File: config.mk
export PLATFORM = sky130hd
export DESIGN_NAME = mlfq_thread_scheduler
export DESIGN_NICKNAME = d
export VERILOG_FILES = /design/src/design/mlfq_pkg.sv /design/src/design/mlfq_ctrl.sv /design/src/design/mlfq_dp.sv /design/src/design/mlfq_thread_scheduler.sv
export SDC_FILE = /design/constraint.sdc
export NUM_CORES = 2
export LEC_CHECK = 0
export BUFFER_PORTS_ARGS = -buffer_cell sky130_fd_sc_hd__clkbuf_2
export CORE_MARGIN = 5
export CORE_UTILIZATION = 63
export CTS_CLUSTER_DIAMETER = 40
export CTS_CLUSTER_SIZE = 12
export DETAILED_ROUTE_END_ITERATION = 6
export GPL_ROUTABILITY_DRIVEN = 0
export PLACE_DENSITY = 0.8
export SLEW_MARGIN = 5
export SYNTH_ARGS = -nofsm -noshare
export SYNTH_HDL_FRONTEND = slang
export SYNTH_SLANG_ARGS = --single-unit
export TNS_END_PERCENT = 1
File: constraint.sdc
create_clock -name i_clk -period 9.55 [get_ports i_clk]
set_input_delay 0.955 -clock i_clk [delete_from_list [all_inputs] [get_ports i_clk]]
set_output_delay 0.955 -clock i_clk [all_outputs]
set_load 0.05 [all_outputs]
File: src/design/mlfq_pkg.sv
package mlfq_pkg;

    localparam int NumLevelsDef  = 4;
    localparam int MaxThreadsDef = 32;
    localparam int QuantumMax    = 32767;

    typedef enum logic [1:0] {
        ST_WAITING,
        ST_READY,
        ST_RUNNING,
        ST_DEAD
    } t_tstate;

    typedef enum logic [1:0] {
        OP_TICK,
        OP_ADMIT,
        OP_SET_STATE,
        OP_NOP
    } t_op;

    typedef enum logic [1:0] {
        RES_OK,
        RES_IDLE,
        RES_NO_READY
    } t_res;

    typedef enum logic [4:0] {
        CMD_NONE,
        CMD_LATCH,
        CMD_SET_STATE,
        CMD_ADMIT,
        CMD_TICK,
        CMD_RELEVEL,
        CMD_SPLICE,
        CMD_USE_RUN,
        CMD_DEC_SLICE,
        CMD_EXPIRE,
        CMD_REQUEUE,
        CMD_UNL_START,
        CMD_STEP,
        CMD_DROP,
        CMD_CLR_QUEUED,
        CMD_APPEND,
        CMD_PICK_START,
        CMD_NEXT_LVL,
        CMD_TAKE,
        CMD_CLR_RUN,
        CMD_SELECT,
        CMD_RESULT
    } t_cmd;

    typedef struct packed {
        t_cmd op;
        t_res code;
    } t_cmd_bus;

    typedef struct packed {
        t_op     op;
        logic    id_ok;
        logic    boost_due;
        logic    run_valid;
        t_tstate run_state;
        logic    slice_gt1;
        logic    tgt_queued;
        logic    walk_end;
        logic    walk_hit;
        logic    cur_ready;
        logic    lvl_last;
        logic    out_free;
    } t_status;

    function automatic logic [14:0] quantum(input logic [11:0] base, input logic [2:0] lvl);
        logic [19:0] q;
        q = 20'(base) << lvl;
        return (q > 20'(QuantumMax)) ? 15'(QuantumMax) : q[14:0];
    endfunction

endpackage

File: src/design/mlfq_ctrl.sv
module mlfq_ctrl (
    input  logic              i_clk,
    input  logic              i_rst_n,
    input  logic              i_in_valid,
    input  mlfq_pkg::t_status i_status,
    output logic              o_in_stall,
    output mlfq_pkg::t_cmd_bus o_cmd
);

    typedef enum logic [3:0] {
        S_IDLE,
        S_DISPATCH,
        S_RELEVEL,
        S_SPLICE,
        S_TICK_SEL,
        S_ENQ,
        S_UNL_WALK,
        S_APPEND,
        S_PICK_START,
        S_PICK,
        S_SELECT,
        S_DONE
    } t_fsm;

    typedef enum logic [1:0] {
        AFT_DONE,
        AFT_PICK,
        AFT_UNL_PICK
    } t_after;

    t_fsm          r_fsm;
    t_after        r_after;
    logic          r_first;
    mlfq_pkg::t_res r_code;

    assign o_in_stall = (r_fsm != S_IDLE);

    always_comb begin
        o_cmd.op   = mlfq_pkg::CMD_NONE;
        o_cmd.code = r_code;
        unique case (r_fsm)
            S_IDLE: begin
                if (i_in_valid) o_cmd.op = mlfq_pkg::CMD_LATCH;
            end
            S_DISPATCH: begin
                unique case (i_status.op)
                    mlfq_pkg::OP_TICK: o_cmd.op = mlfq_pkg::CMD_TICK;
                    mlfq_pkg::OP_ADMIT: begin
                        if (i_status.id_ok) o_cmd.op = mlfq_pkg::CMD_ADMIT;
                    end
                    mlfq_pkg::OP_SET_STATE: begin
                        if (i_status.id_ok) o_cmd.op = mlfq_pkg::CMD_SET_STATE;
                    end
                    mlfq_pkg::OP_NOP: o_cmd.op = mlfq_pkg::CMD_NONE;
                endcase
            end
            S_RELEVEL: o_cmd.op = mlfq_pkg::CMD_RELEVEL;
            S_SPLICE: o_cmd.op = mlfq_pkg::CMD_SPLICE;
            S_TICK_SEL: begin
                if (i_status.run_valid) begin
                    unique case (i_status.run_state)
                        mlfq_pkg::ST_READY: o_cmd.op = mlfq_pkg::CMD_USE_RUN;
                        mlfq_pkg::ST_RUNNING: begin
                            o_cmd.op = i_status.slice_gt1 ? mlfq_pkg::CMD_DEC_SLICE
                                                          : mlfq_pkg::CMD_EXPIRE;
                        end
                        mlfq_pkg::ST_WAITING: o_cmd.op = mlfq_pkg::CMD_REQUEUE;
                        mlfq_pkg::ST_DEAD: o_cmd.op = mlfq_pkg::CMD_REQUEUE;
                    endcase
                end else begin
                    o_cmd.op = mlfq_pkg::CMD_PICK_START;
                end
            end
            S_ENQ: begin
                if (i_status.tgt_queued) o_cmd.op = mlfq_pkg::CMD_UNL_START;
            end
            S_UNL_WALK: begin
                priority if (i_status.walk_end) o_cmd.op = mlfq_pkg::CMD_CLR_QUEUED;
                else if (i_status.walk_hit) o_cmd.op = mlfq_pkg::CMD_DROP;
                else o_cmd.op = mlfq_pkg::CMD_STEP;
            end
            S_APPEND: o_cmd.op = mlfq_pkg::CMD_APPEND;
            S_PICK_START: o_cmd.op = mlfq_pkg::CMD_PICK_START;
            S_PICK: begin
                priority if (!i_status.walk_end) begin
                    o_cmd.op = i_status.cur_ready ? mlfq_pkg::CMD_TAKE : mlfq_pkg::CMD_STEP;
                end else if (!i_status.lvl_last) begin
                    o_cmd.op = mlfq_pkg::CMD_NEXT_LVL;
                end else if (!r_first) begin
                    o_cmd.op = mlfq_pkg::CMD_CLR_RUN;
                end
            end
            S_SELECT: o_cmd.op = mlfq_pkg::CMD_SELECT;
            S_DONE: begin
                if (i_status.out_free) o_cmd.op = mlfq_pkg::CMD_RESULT;
            end
            default: o_cmd.op = mlfq_pkg::CMD_NONE;
        endcase
    end

    always_ff @(posedge i_clk) begin
        if (!i_rst_n) begin
            r_fsm   <= S_IDLE;
            r_after <= AFT_DONE;
            r_first <= 1'b0;
            r_code  <= mlfq_pkg::RES_OK;
        end else begin
            unique case (r_fsm)
                S_IDLE: begin
                    if (i_in_valid) r_fsm <= S_DISPATCH;
                end
                S_DISPATCH: begin
                    r_code <= mlfq_pkg::RES_OK;
                    unique case (i_status.op)
                        mlfq_pkg::OP_TICK: begin
                            r_fsm <= i_status.boost_due ? S_RELEVEL : S_TICK_SEL;
                        end
                        mlfq_pkg::OP_ADMIT: begin
                            r_after <= AFT_DONE;
                            r_fsm   <= i_status.id_ok ? S_ENQ : S_DONE;
                        end
                        mlfq_pkg::OP_SET_STATE: r_fsm <= S_DONE;
                        mlfq_pkg::OP_NOP: r_fsm <= S_DONE;
                    endcase
                end
                S_RELEVEL: r_fsm <= S_SPLICE;
                S_SPLICE: begin
                    if (i_status.lvl_last) r_fsm <= S_TICK_SEL;
                end
                S_TICK_SEL: begin
                    if (i_status.run_valid) begin
                        r_first <= 1'b0;
                        unique case (i_status.run_state)
                            mlfq_pkg::ST_READY: r_fsm <= S_SELECT;
                            mlfq_pkg::ST_RUNNING: begin
                                if (i_status.slice_gt1) begin
                                    r_fsm <= S_DONE;
                                end else begin
                                    r_after <= AFT_PICK;
                                    r_fsm   <= S_ENQ;
                                end
                            end
                            mlfq_pkg::ST_WAITING: begin
                                r_after <= AFT_PICK;
                                r_fsm   <= S_ENQ;
                            end
                            mlfq_pkg::ST_DEAD: begin
                                r_after <= AFT_UNL_PICK;
                                r_fsm   <= S_ENQ;
                            end
                        endcase
                    end else begin
                        r_first <= 1'b1;
                        r_fsm   <= S_PICK;
                    end
                end
                S_ENQ: begin
                    priority if (i_status.tgt_queued) r_fsm <= S_UNL_WALK;
                    else if (r_after == AFT_UNL_PICK) r_fsm <= S_PICK_START;
                    else r_fsm <= S_APPEND;
                end
                S_UNL_WALK: begin
                    if (i_status.walk_end || i_status.walk_hit) begin
                        r_fsm <= (r_after == AFT_UNL_PICK) ? S_PICK_START : S_APPEND;
                    end
                end
                S_APPEND: r_fsm <= (r_after == AFT_DONE) ? S_DONE : S_PICK_START;
                S_PICK_START: r_fsm <= S_PICK;
                S_PICK: begin
                    if (!i_status.walk_end) begin
                        if (i_status.cur_ready) r_fsm <= S_SELECT;
                    end else if (i_status.lvl_last) begin
                        r_code <= r_first ? mlfq_pkg::RES_IDLE : mlfq_pkg::RES_NO_READY;
                        r_fsm  <= S_DONE;
                    end
                end
                S_SELECT: r_fsm <= S_DONE;
                S_DONE: begin
                    if (i_status.out_free) r_fsm <= S_IDLE;
                end
                default: r_fsm <= S_IDLE;
            endcase
        end
    end

endmodule

File: src/design/mlfq_dp.sv
module mlfq_dp #(
    parameter int NUM_LEVELS  = mlfq_pkg::NumLevelsDef,
    parameter int MAX_THREADS = mlfq_pkg::MaxThreadsDef
) (
    input  logic               i_clk,
    input  logic               i_rst_n,
    input  mlfq_pkg::t_cmd_bus i_cmd,
    input  logic [1:0]         i_operation,
    input  logic [4:0]         i_thread_id,
    input  logic [1:0]         i_level,
    input  logic [1:0]         i_new_state,
    input  logic [11:0]        i_base_quantum,
    input  logic [15:0]        i_boost_interval,
    input  logic               i_out_stall,
    output mlfq_pkg::t_status  o_status,
    output logic               o_out_valid,
    output logic               o_has_current,
    output logic [4:0]         o_current_thread,
    output logic [1:0]         o_current_level,
    output logic [1:0]         o_result
);

    localparam int LW = $clog2(NUM_LEVELS);
    localparam int TW = $clog2(MAX_THREADS);
    localparam int CW = $clog2(MAX_THREADS + 1);

    mlfq_pkg::t_op     r_op;
    logic [4:0]        r_id;
    logic [1:0]        r_lvl_in;
    mlfq_pkg::t_tstate r_nst;

    mlfq_pkg::t_tstate r_tstate [MAX_THREADS];
    logic [LW-1:0]     r_level  [MAX_THREADS];
    logic [14:0]       r_slice  [MAX_THREADS];
    logic [TW-1:0]     r_link   [MAX_THREADS];
    logic              r_queued [MAX_THREADS];
    logic [TW-1:0]     r_head   [NUM_LEVELS];
    logic [TW-1:0]     r_tail   [NUM_LEVELS];
    logic [CW-1:0]     r_count  [NUM_LEVELS];

    logic [15:0]   r_ticks;
    logic [TW-1:0] r_run_slot;
    logic          r_run_valid;
    logic [TW-1:0] r_tslot;
    logic [LW-1:0] r_elvl;
    logic [LW-1:0] r_w_lvl;
    logic [TW-1:0] r_w_cur;
    logic [TW-1:0] r_w_prev;
    logic          r_w_prev_none;
    logic [CW-1:0] r_w_k;
    logic [TW-1:0] r_pick;

    logic       r_out_valid;
    logic       r_has;
    logic [4:0] r_thread;
    logic [1:0] r_olvl;
    logic [1:0] r_code;

    logic [15:0]   n_ticks;
    logic [TW-1:0] id_slot;
    logic [LW-1:0] admit_lvl;
    logic [LW-1:0] demote_lvl;
    logic [LW-1:0] next_lvl;
    logic          drop_has_next;
    logic [TW-1:0] drop_next;

    assign n_ticks    = r_ticks + 16'd1;
    assign id_slot    = TW'(r_id);
    assign admit_lvl  = (32'(r_lvl_in) >= NUM_LEVELS) ? LW'(NUM_LEVELS - 1) : LW'(r_lvl_in);
    assign demote_lvl = (32'(r_level[r_run_slot]) + 1 >= NUM_LEVELS) ? LW'(NUM_LEVELS - 1)
                                                                      : r_level[r_run_slot] + 1'b1;
    assign next_lvl   = r_w_lvl + 1'b1;
    assign drop_has_next = (r_count[r_w_lvl] > CW'(1)) && (r_tail[r_w_lvl] != r_w_cur);
    assign drop_next     = r_link[r_w_cur];

    always_comb begin
        o_status.op         = r_op;
        o_status.id_ok      = (32'(r_id) < MAX_THREADS);
        o_status.boost_due  = (n_ticks >= i_boost_interval);
        o_status.run_valid  = r_run_valid;
        o_status.run_state  = r_tstate[r_run_slot];
        o_status.slice_gt1  = (r_slice[r_run_slot] > 15'd1);
        o_status.tgt_queued = r_queued[r_tslot];
        o_status.walk_end   = (r_w_k >= r_count[r_w_lvl]);
        o_status.walk_hit   = (r_w_cur == r_tslot);
        o_status.cur_ready  = (r_tstate[r_w_cur] == mlfq_pkg::ST_READY);
        o_status.lvl_last   = (r_w_lvl == LW'(NUM_LEVELS - 1));
        o_status.out_free   = !r_out_valid || !i_out_stall;
    end

    assign o_out_valid      = r_out_valid;
    assign o_has_current    = r_has;
    assign o_current_thread = r_thread;
    assign o_current_level  = r_olvl;
    assign o_result         = r_code;

    always_ff @(posedge i_clk) begin
        if (!i_rst_n) begin
            for (int i = 0; i < MAX_THREADS; i++) begin
                r_tstate[i] <= mlfq_pkg::ST_WAITING;
                r_level[i]  <= '0;
                r_slice[i]  <= '0;
                r_queued[i] <= 1'b0;
            end
            for (int l = 0; l < NUM_LEVELS; l++) begin
                r_count[l] <= '0;
            end
            r_ticks     <= '0;
            r_run_slot  <= '0;
            r_run_valid <= 1'b0;
            r_out_valid <= 1'b0;
        end else begin
            if (r_out_valid && !i_out_stall) r_out_valid <= 1'b0;
            unique case (i_cmd.op)
                mlfq_pkg::CMD_LATCH: begin
                    r_op     <= mlfq_pkg::t_op'(i_operation);
                    r_id     <= i_thread_id;
                    r_lvl_in <= i_level;
                    r_nst    <= mlfq_pkg::t_tstate'(i_new_state);
                end
                mlfq_pkg::CMD_SET_STATE: r_tstate[id_slot] <= r_nst;
                mlfq_pkg::CMD_ADMIT: begin
                    if (r_run_valid && r_run_slot == id_slot) begin
                        r_run_valid <= 1'b0;
                        r_run_slot  <= '0;
                    end
                    r_tstate[id_slot] <= r_nst;
                    r_tslot <= id_slot;
                    r_elvl  <= admit_lvl;
                end
                mlfq_pkg::CMD_TICK: begin
                    r_ticks <= o_status.boost_due ? 16'd0 : n_ticks;
                end
                mlfq_pkg::CMD_RELEVEL: begin
                    for (int i = 0; i < MAX_THREADS; i++) begin
                        if (r_queued[i]) r_level[i] <= '0;
                    end
                    r_w_lvl <= LW'(1);
                end
                mlfq_pkg::CMD_SPLICE: begin
                    if (r_count[r_w_lvl] != '0) begin
                        if (r_count[0] == '0) r_head[0] <= r_head[r_w_lvl];
                        else r_link[r_tail[0]] <= r_head[r_w_lvl];
                        r_tail[0]        <= r_tail[r_w_lvl];
                        r_count[0]       <= r_count[0] + r_count[r_w_lvl];
                        r_count[r_w_lvl] <= '0;
                    end
                    r_w_lvl <= next_lvl;
                end
                mlfq_pkg::CMD_USE_RUN: r_pick <= r_run_slot;
                mlfq_pkg::CMD_DEC_SLICE: r_slice[r_run_slot] <= r_slice[r_run_slot] - 15'd1;
                mlfq_pkg::CMD_EXPIRE: begin
                    r_slice[r_run_slot]  <= '0;
                    r_tstate[r_run_slot] <= mlfq_pkg::ST_READY;
                    r_tslot <= r_run_slot;
                    r_elvl  <= demote_lvl;
                end
                mlfq_pkg::CMD_REQUEUE: begin
                    r_tslot <= r_run_slot;
                    r_elvl  <= demote_lvl;
                end
                mlfq_pkg::CMD_UNL_START: begin
                    r_w_lvl       <= r_level[r_tslot];
                    r_w_cur       <= r_head[r_level[r_tslot]];
                    r_w_prev_none <= 1'b1;
                    r_w_k         <= '0;
                end
                mlfq_pkg::CMD_STEP: begin
                    r_w_prev      <= r_w_cur;
                    r_w_prev_none <= 1'b0;
                    r_w_cur       <= r_link[r_w_cur];
                    r_w_k         <= r_w_k + 1'b1;
                end
                mlfq_pkg::CMD_DROP, mlfq_pkg::CMD_TAKE: begin
                    if (drop_has_next) begin
                        if (r_w_prev_none) r_head[r_w_lvl] <= drop_next;
                        else r_link[r_w_prev] <= drop_next;
                    end
                    if (r_tail[r_w_lvl] == r_w_cur && !r_w_prev_none) begin
                        r_tail[r_w_lvl] <= r_w_prev;
                    end
                    r_count[r_w_lvl]  <= r_count[r_w_lvl] - 1'b1;
                    r_queued[r_w_cur] <= 1'b0;
                    if (i_cmd.op == mlfq_pkg::CMD_TAKE) begin
                        r_slice[r_w_cur] <= mlfq_pkg::quantum(i_base_quantum, 3'(r_w_lvl));
                        r_pick           <= r_w_cur;
                    end
                end
                mlfq_pkg::CMD_CLR_QUEUED: r_queued[r_tslot] <= 1'b0;
                mlfq_pkg::CMD_APPEND: begin
                    r_level[r_tslot]  <= r_elvl;
                    r_queued[r_tslot] <= 1'b1;
                    if (r_count[r_elvl] == '0) r_head[r_elvl] <= r_tslot;
                    else r_link[r_tail[r_elvl]] <= r_tslot;
                    r_tail[r_elvl]  <= r_tslot;
                    r_count[r_elvl] <= r_count[r_elvl] + 1'b1;
                end
                mlfq_pkg::CMD_PICK_START: begin
                    r_w_lvl       <= '0;
                    r_w_cur       <= r_head[0];
                    r_w_prev_none <= 1'b1;
                    r_w_k         <= '0;
                end
                mlfq_pkg::CMD_NEXT_LVL: begin
                    r_w_lvl       <= next_lvl;
                    r_w_cur       <= r_head[next_lvl];
                    r_w_prev_none <= 1'b1;
                    r_w_k         <= '0;
                end
                mlfq_pkg::CMD_CLR_RUN: begin
                    r_run_valid <= 1'b0;
                    r_run_slot  <= '0;
                end
                mlfq_pkg::CMD_SELECT: begin
                    r_run_slot       <= r_pick;
                    r_run_valid      <= 1'b1;
                    r_tstate[r_pick] <= mlfq_pkg::ST_RUNNING;
                end
                mlfq_pkg::CMD_RESULT: begin
                    r_out_valid <= 1'b1;
                    r_has       <= r_run_valid;
                    r_thread    <= r_run_valid ? 5'(r_run_slot) : 5'd0;
                    r_olvl      <= r_run_valid ? 2'(r_level[r_run_slot]) : 2'd0;
                    r_code      <= i_cmd.code;
                end
                default: begin
                end
            endcase
        end
    end

endmodule

File: src/design/mlfq_thread_scheduler.sv
// An admit of a queued slot walks its level list to unlink the entry, and a tick that picks
// a thread walks the level lists from level 0 for a ready entry.
// Items are handled one at a time: the input stalls from acceptance until the result is
// registered, and the single list walker serves every walk.
// A finished result waits in an output register while the next transfer is accepted.
// Reset is synchronous and active low; it clears thread states, levels, slices, queue flags,
// counts and the running selection and loads base_quantum 10 and boost_interval 100.
module mlfq_thread_scheduler #(
    parameter int NUM_LEVELS  = mlfq_pkg::NumLevelsDef,
    parameter int MAX_THREADS = mlfq_pkg::MaxThreadsDef
) (
    input  logic        i_clk,
    input  logic        i_rst_n,
    input  logic        i_in_valid,
    output logic        o_in_stall,
    input  logic [1:0]  i_operation,
    input  logic [4:0]  i_thread_id,
    input  logic [1:0]  i_level,
    input  logic [1:0]  i_new_state,
    output logic        o_out_valid,
    input  logic        i_out_stall,
    output logic        o_has_current,
    output logic [4:0]  o_current_thread,
    output logic [1:0]  o_current_level,
    output logic [1:0]  o_status,
    input  logic        psel,
    input  logic        penable,
    input  logic        pwrite,
    input  logic [2:0]  paddr,
    input  logic [31:0] pwdata,
    output logic [31:0] prdata,
    output logic        pready
);

    logic [11:0] r_base_quantum;
    logic [15:0] r_boost_interval;

    mlfq_pkg::t_cmd_bus cmd;
    mlfq_pkg::t_status  status;

    assign pready = 1'b1;
    assign prdata = paddr[2] ? 32'(r_boost_interval) : 32'(r_base_quantum);

    always_ff @(posedge i_clk) begin
        if (!i_rst_n) begin
            r_base_quantum   <= 12'd10;
            r_boost_interval <= 16'd100;
        end else if (psel && penable && pwrite) begin
            if (paddr[2]) r_boost_interval <= pwdata[15:0];
            else r_base_quantum <= pwdata[11:0];
        end
    end

    mlfq_ctrl u_ctrl (
        .i_clk      (i_clk),
        .i_rst_n    (i_rst_n),
        .i_in_valid (i_in_valid),
        .i_status   (status),
        .o_in_stall (o_in_stall),
        .o_cmd      (cmd)
    );

    mlfq_dp #(
        .NUM_LEVELS  (NUM_LEVELS),
        .MAX_THREADS (MAX_THREADS)
    ) u_dp (
        .i_clk            (i_clk),
        .i_rst_n          (i_rst_n),
        .i_cmd            (cmd),
        .i_operation      (i_operation),
        .i_thread_id      (i_thread_id),
        .i_level          (i_level),
        .i_new_state      (i_new_state),
        .i_base_quantum   (r_base_quantum),
        .i_boost_interval (r_boost_interval),
        .i_out_stall      (i_out_stall),
        .o_status         (status),
        .o_out_valid      (o_out_valid),
        .o_has_current    (o_has_current),
        .o_current_thread (o_current_thread),
        .o_current_level  (o_current_level),
        .o_result         (o_status)
    );

    a_idle_zero: assert property (@(posedge i_clk) disable iff (!i_rst_n)
        (o_out_valid && !o_has_current) |-> (o_current_thread == 5'd0 && o_current_level == 2'd0))
        else $error("result without a thread carries a nonzero slot or level");

    a_fail_none: assert property (@(posedge i_clk) disable iff (!i_rst_n)
        (o_out_valid && o_status != mlfq_pkg::RES_OK) |-> !o_has_current)
        else $error("failed tick still reports a running thread");

    a_busy: assert property (@(posedge i_clk) disable iff (!i_rst_n)
        (i_in_valid && !o_in_stall) |=> o_in_stall)
        else $error("scheduler took no busy cycle after an input transfer");

endmodule

# Word level (Yosys, flattened, before mapping)
# Memories as Yosys holds them, arrays and structs flattened. A register that Yosys moved wholly into a read port is not among the register bits.
# Cells that the tools add are included.
# W data, S select, Z words.
[op_classes]
muxes = 351
add_sub_neg = 9
magnitude_cmp = 6
shifts = 1
bitwise_logic = 38
n_reduce_logical = 64
eq_ne = 59
[op_table]
columns = ["operator", "count"]
rows = [
  ["$mux W1", 219],
  ["$mux W5", 35],
  ["$mux W2", 56],
  ["$mux W15", 4],
  ["$pmux W5 S12", 1],
  ["$mux W4", 12],
  ["$pmux W4 S12", 1],
  ["$eq A5 B4 Y1 const B", 8],
  ["$pmux W5 S4", 2],
  ["$or A1 B1 Y1", 37],
  ["$ge A32 B3 Y1 const B", 1],
  ["$mux W16", 2],
  ["$eq A5 B5 Y1 const B", 6],
  ["$pmux W5 S3", 2],
  ["$reduce_or A15 Y1", 2],
  ["$reduce_or A5 Y1", 6],
  ["$mux W6", 4],
  ["$pmux W4 S3", 2],
  ["$eq A5 B3 Y1 const B", 4],
  ["$gt A20 B15 Y1 const B", 1],
  ["$pmux W5 S2", 2],
  ["$reduce_and A2 Y1", 10],
  ["$shl A12 B2 Y20", 1],
  ["$reduce_or A2 Y1", 9],
  ["other kinds (50)", 101],
]
[word_totals]
ram_bits = 864
word_cells = 562
register_bits = 112
out_inout_bits = 45
memories = 8
[mem_list]
columns = ["memory", "words", "word_bits", "read_ports", "rd_clocked_by_memory_dff", "write_ports", "line_no", "source"]
rows = [
  ["u_dp.r_slice", 32, 15, 1, 1, 32, "mlfq_dp.sv:34", "logic [14:0] r_slice [MAX_THREADS];"],
  ["u_dp.r_link", 32, 5, 1, 1, 1, "mlfq_dp.sv:35", "logic [TW-1:0] r_link [MAX_THREADS];"],
  ["u_dp.r_level", 32, 2, 2, 2, 32, "mlfq_dp.sv:33", "logic [LW-1:0] r_level [MAX_THREADS];"],
  ["u_dp.r_tstate", 32, 2, 2, 2, 32, "mlfq_dp.sv:32", "mlfq_pkg::t_tstate r_tstate [MAX_THREADS];"],
  ["u_dp.r_queued", 32, 1, 33, 1, 32, "mlfq_dp.sv:36", "logic r_queued [MAX_THREADS];"],
  ["u_dp.r_count", 4, 6, 3, 2, 4, "mlfq_dp.sv:39", "logic [CW-1:0] r_count [NUM_LEVELS];"],
  ["+2 memories", "-", "-", "-", "-", "-", "-", ""],
]

# Logic depth before layout (Yosys ltp)
[depth]
ltp_word = 14
ltp_mapped = 23
depth_no_buf = 17

# By module
# From an unflattened synthesis, not the netlist that was laid out.
[hier_totals]
cells_unflattened = 3707
area_unflattened_um2 = 49088.3
[modules_own_cells]
columns = ["mod", "cells_per_inst", "instances", "seq_area_each_um2", "area_each_um2"]
rows = [
  ["mlfq_dp", 3392, 1, 28026.9, 46458.3],
  ["mlfq_thread_scheduler", 154, 1, 560.5, 1465.2],
  ["mlfq_ctrl", 161, 1, 180.2, 1164.9],
]

# Worst setup path before layout
# No wires, ideal clock.
[synth_path]
path_type = "reg2reg"
startpoint = "reg with a tool-made name"
endpoint = "mem u_dp.r_link[0][0] (netlist name) (data pin)"
arrival_ns = 6.520
path_stages_with_launch = 22
path_slack_ns = 2.576
setup_time_ns = 0.454
required_ns = 9.096
cell_sequence = "dfxtp_1 buf_2 buf_4 buf_2 buf_2 clkbuf_1 buf_1 mux4_2 mux4_2 mux2i_1 inv_1 ha_1 or2_2 buf_2 and3_1 o31a_4 or3_4 buf_6 buf_6 nor2_1 buf_2 o21ai_0"
[synth_rtl]
columns = ["element", "line_no"]
rows = [
  ["to (decl)", "mlfq_dp.sv:35"],
]

==> results.cfg <==
[yosys]
netlist_area_mm2 = 0.04907
synth-seq-cells = 995
yosys.area_share.simple_pct = 12.98
syn_inst = 3832
synth_xor_area_share_pct = 1.017
synth_seq_area_share_pct = 58.62
synth_top_area_share_pct = 54.10
async_flop_share_pct = 0
synthTopCellsByCount = edfxtp_1, nor2_1, nand2_1
synthMuxAreaShare_pct = 16.14
ys_types = 98
synth_top_family_by_area = multiplexers
yosysMostFrequentCell = edfxtp_1
yosys-top-cells-area = edfxtp_1, mux4_2, nor2_1
synth_area_per_cell_um2 = 12.81
synth_compound_area_share_pct = 6.206
yosys_warnings = 0
synthFlopType = edfxtp_1
synth_area_leader_cell = edfxtp_1
synth_edf_count = 884
synth-adder-area-share_pct = 1.239

[timing]
fin_crit_sh_pct = 77.16
setup-violations-final = 0
hold_violations = 0
fin_skew_ns = 0.03598
tightest_slew_ns = 1.351
post-route-min-period_ns = 7.369
rsz0062_at_grt = no
relSlewSlack_pct = 9.701
drv_slew = 0
fmax_ghz = 0.1357
fin_tns_setup_ns = 0

[critical_path]
critical_path_peak_fanout = 26
critPathKind = reg -> reg
r2r-end = u_dp.r_slice[0][5]
critPathRequiredTime_ns = 9.86
worstSetupEndpointType = flip-flop
reg2reg_depth = 13
crit_arrival_ns = 7.68
endpoint = u_dp.r_slice[0][5]
r2r_slack_ns = 2.18
worst_setup_path_start_kind = flip-flop

[pwr]
ir_drop_mv = 0.1829
leakage_nw = 18.29
pwr-share-seq_pct = 43.3
switchingPower_w = 0.003570
p_sw_share_pct = 29.23
p_per_area_mw_per_mm2 = 225.9
clkPwrFrac_pct = 37.8
p_int_w = 0.008641
pwr-share-comb_pct = 18.9

[grt]
grt_overflow_total = 0
grt_pass1_vias = 33043
grt_max_degree = 101
antenna_found_initial = 4
gr-usage-all-layers_pct = 30.81
grt_pass1_wl_um = 195400

[placed_design]
placed_area_mm2 = 0.04995
port_buffers = 62
dpl.hpwl_um = 83140

[layout]
fillCellCount = 5112
area_growth_pct = 10.15
final_core_util_pct = 69.89
fin_nets = 3883
multi_input_area_mm2 = 0.01870
regArea_mm2 = 0.02879
final_area_mm2 = 0.05405
layout-drive-gt1-share_pct = 18.75

[cts]
clk_latency_ns = 0.70
cts_made_buffers = 120
postCtsSetupBuffers = 0
cts_tree = done
cts_hold_buffers = 0
h-tree-depth = 3
clk_path_buf_depth = 3
clk_pin_slew_ns = 0.06
cts_resized = 0
cts_sinks = 995
clockRootBuffer = clkbuf_16

[outcome]
outcome = finished with violations
violations = DRC

[detailed_routing]
detail_route.iter0.violations = 4540
wl_um = 129300
drcViolationCount = 4
dr_total_vias = 33001
wl_per_cell_um = 26.30
viasPerCell = 6.714
first_pass_iters = 7
ant_nets = 0

[run]
max-cap-violations = 0

[min_path]
min-delay-path-class = reg -> reg
holdCritStartpoint = u_ctrl.r_code[1]

[die]
die_area_mm2 = 0.08357
core_mm2 = 0.07734
rows = 102
io_pins = 98
initial_core_util_pct = 63.45
fp.dieW_um = 289.1
die_h_um = 289.1
## logic make-up (layout without fill, tap and decap cells)
logic type | count (synthesis) | in the layout
AO/OA/AOI/OAI | 458 | 458
XOR/XNOR | 57 | 57
adder cells (fa/ha/maj) | 48 | 48
buffers and inverters | 403 | 429
flip-flops | 995 | 995
multiplexers | 446 | 446
other | 2 | 19
AND/OR/NAND/NOR | 1423 | 1423
## critical path, cell delays in order, from the launching register on
cell and delay [ns]:
dfxtp_1 1.02, mux4_2 0.49, inv_1 0.09, ha_1 0.30
a21o_1 0.11, a31oi_1 0.04, o21ai_1 0.57, or2_2 0.26
nor2_1 0.10, nand2_1 0.74, clkinv_1 0.84, o41ai_1 0.91
nand2_1 0.63, nand2_1 0.85
## cell usage in the layout (no fill, tap or decap), types with 18 or more instances in the layout
| cell type | count |
|---|---|
| edfxtp_1 | 884 |
| nor2_1 | 685 |
| nand2_1 | 321 |
| mux4_2 | 261 |
| o21ai_0 | 127 |
| mux2i_1 | 126 |
| clkbuf_16 | 126 |
| dfxtp_1 | 105 |
| a21oi_1 | 93 |
| nor3_1 | 91 |
| inv_1 | 86 |
| nand3_1 | 79 |
| buf_4 | 65 |
| clkbuf_2 | 61 |
| nor2b_1 | 56 |
| mux2_2 | 51 |
| ha_1 | 47 |
| xor2_1 | 31 |
| o221ai_1 | 31 |
| and3_1 | 29 |
| xnor2_1 | 26 |
| a211oi_1 | 22 |
| nand3b_1 | 21 |
| a22oi_1 | 20 |
| nor3_2 | 19 |
| clkbuf_1 | 18 |
## per-layer routing
metal  part of all wire (%)  GRT usage, %  up-vias  wire length, um
met3                     10         6.570      430            12930
met1                     34         38.18    16258            44450
met5                      0             0        -                0
li1                       -             -    14200                -
met4                    5.7         15.00        0             7353
met2                     50         52.07     2113            64530
## stage by stage
stage                     setup WS, ns  hold slack, ns  total power, W  instances
after global placement           2.407          0.4131        0.007545       4700
after floorplan                  2.576          0.4082        0.006893       3847
after detailed placement         2.381          0.4170        0.007618       4700
final                            2.181          0.4281         0.01221       4915
after CTS                        2.339          0.4194         0.01219       4913
after global routing             1.781          0.4253         0.01259       4915
## flip-flops by register name, indices dropped and copies added, names as in the netlist, 4 cells and up, named ones only
register and cells:
u_dp.r_w_k 6, u_dp.r_link 160, u_dp.r_count 24, u_dp.r_tail 20, u_dp.r_level 64, u_dp.o_current_thread 5
u_dp.r_ticks 16, u_dp.r_tslot 5, u_dp.r_w_cur 5, r_base_quantum 12, u_dp.r_pick 5, u_dp.r_tstate 64
u_dp.id_slot 5, u_dp.r_queued 32, u_dp.r_run_slot 5, u_dp.r_w_prev 5, u_dp.r_head 20, r_boost_interval 16
u_ctrl.r_fsm 4, u_dp.r_slice 480
## cell type report
type                    count  share of cell area [%]
diodes                      2                0.009259
well taps                1040                   2.407
clock buffers             153                   6.188
multi-input cells        2449                   34.60
flip-flops and latches    995                   53.26
repair buffers            128                   1.542
clock inverters            60                   1.382
inverters                  88                  0.6111
## power groups by stage
stage | clock, W | sequential [W] | combinational (W)
global placement | 0 | 0.00536 | 0.00219
global route | 0.00482 | 0.00531 | 0.00245
CTS | 0.00463 | 0.00529 | 0.00227
finish | 0.00462 | 0.00529 | 0.00231
floorplan | 0 | 0.00518 | 0.00171
detailed placement | 0 | 0.00537 | 0.00225
## how the worst min path moves through the flow
stage | slack [ns] | cells past startpoint | to
finish | 0.43 | 0 | u_dp.o_result[1]
global route | 0.43 | 1 | u_dp.admit_lvl[0]
CTS | 0.42 | 1 | u_dp.admit_lvl[0]
detailed placement | 0.42 | 0 | u_dp.o_result[1]
global placement | 0.41 | 0 | u_dp.o_result[1]
floorplan | 0.41 | 0 | u_dp.o_result[1]
No activity file was read; power rests on OpenSTA's default activity.
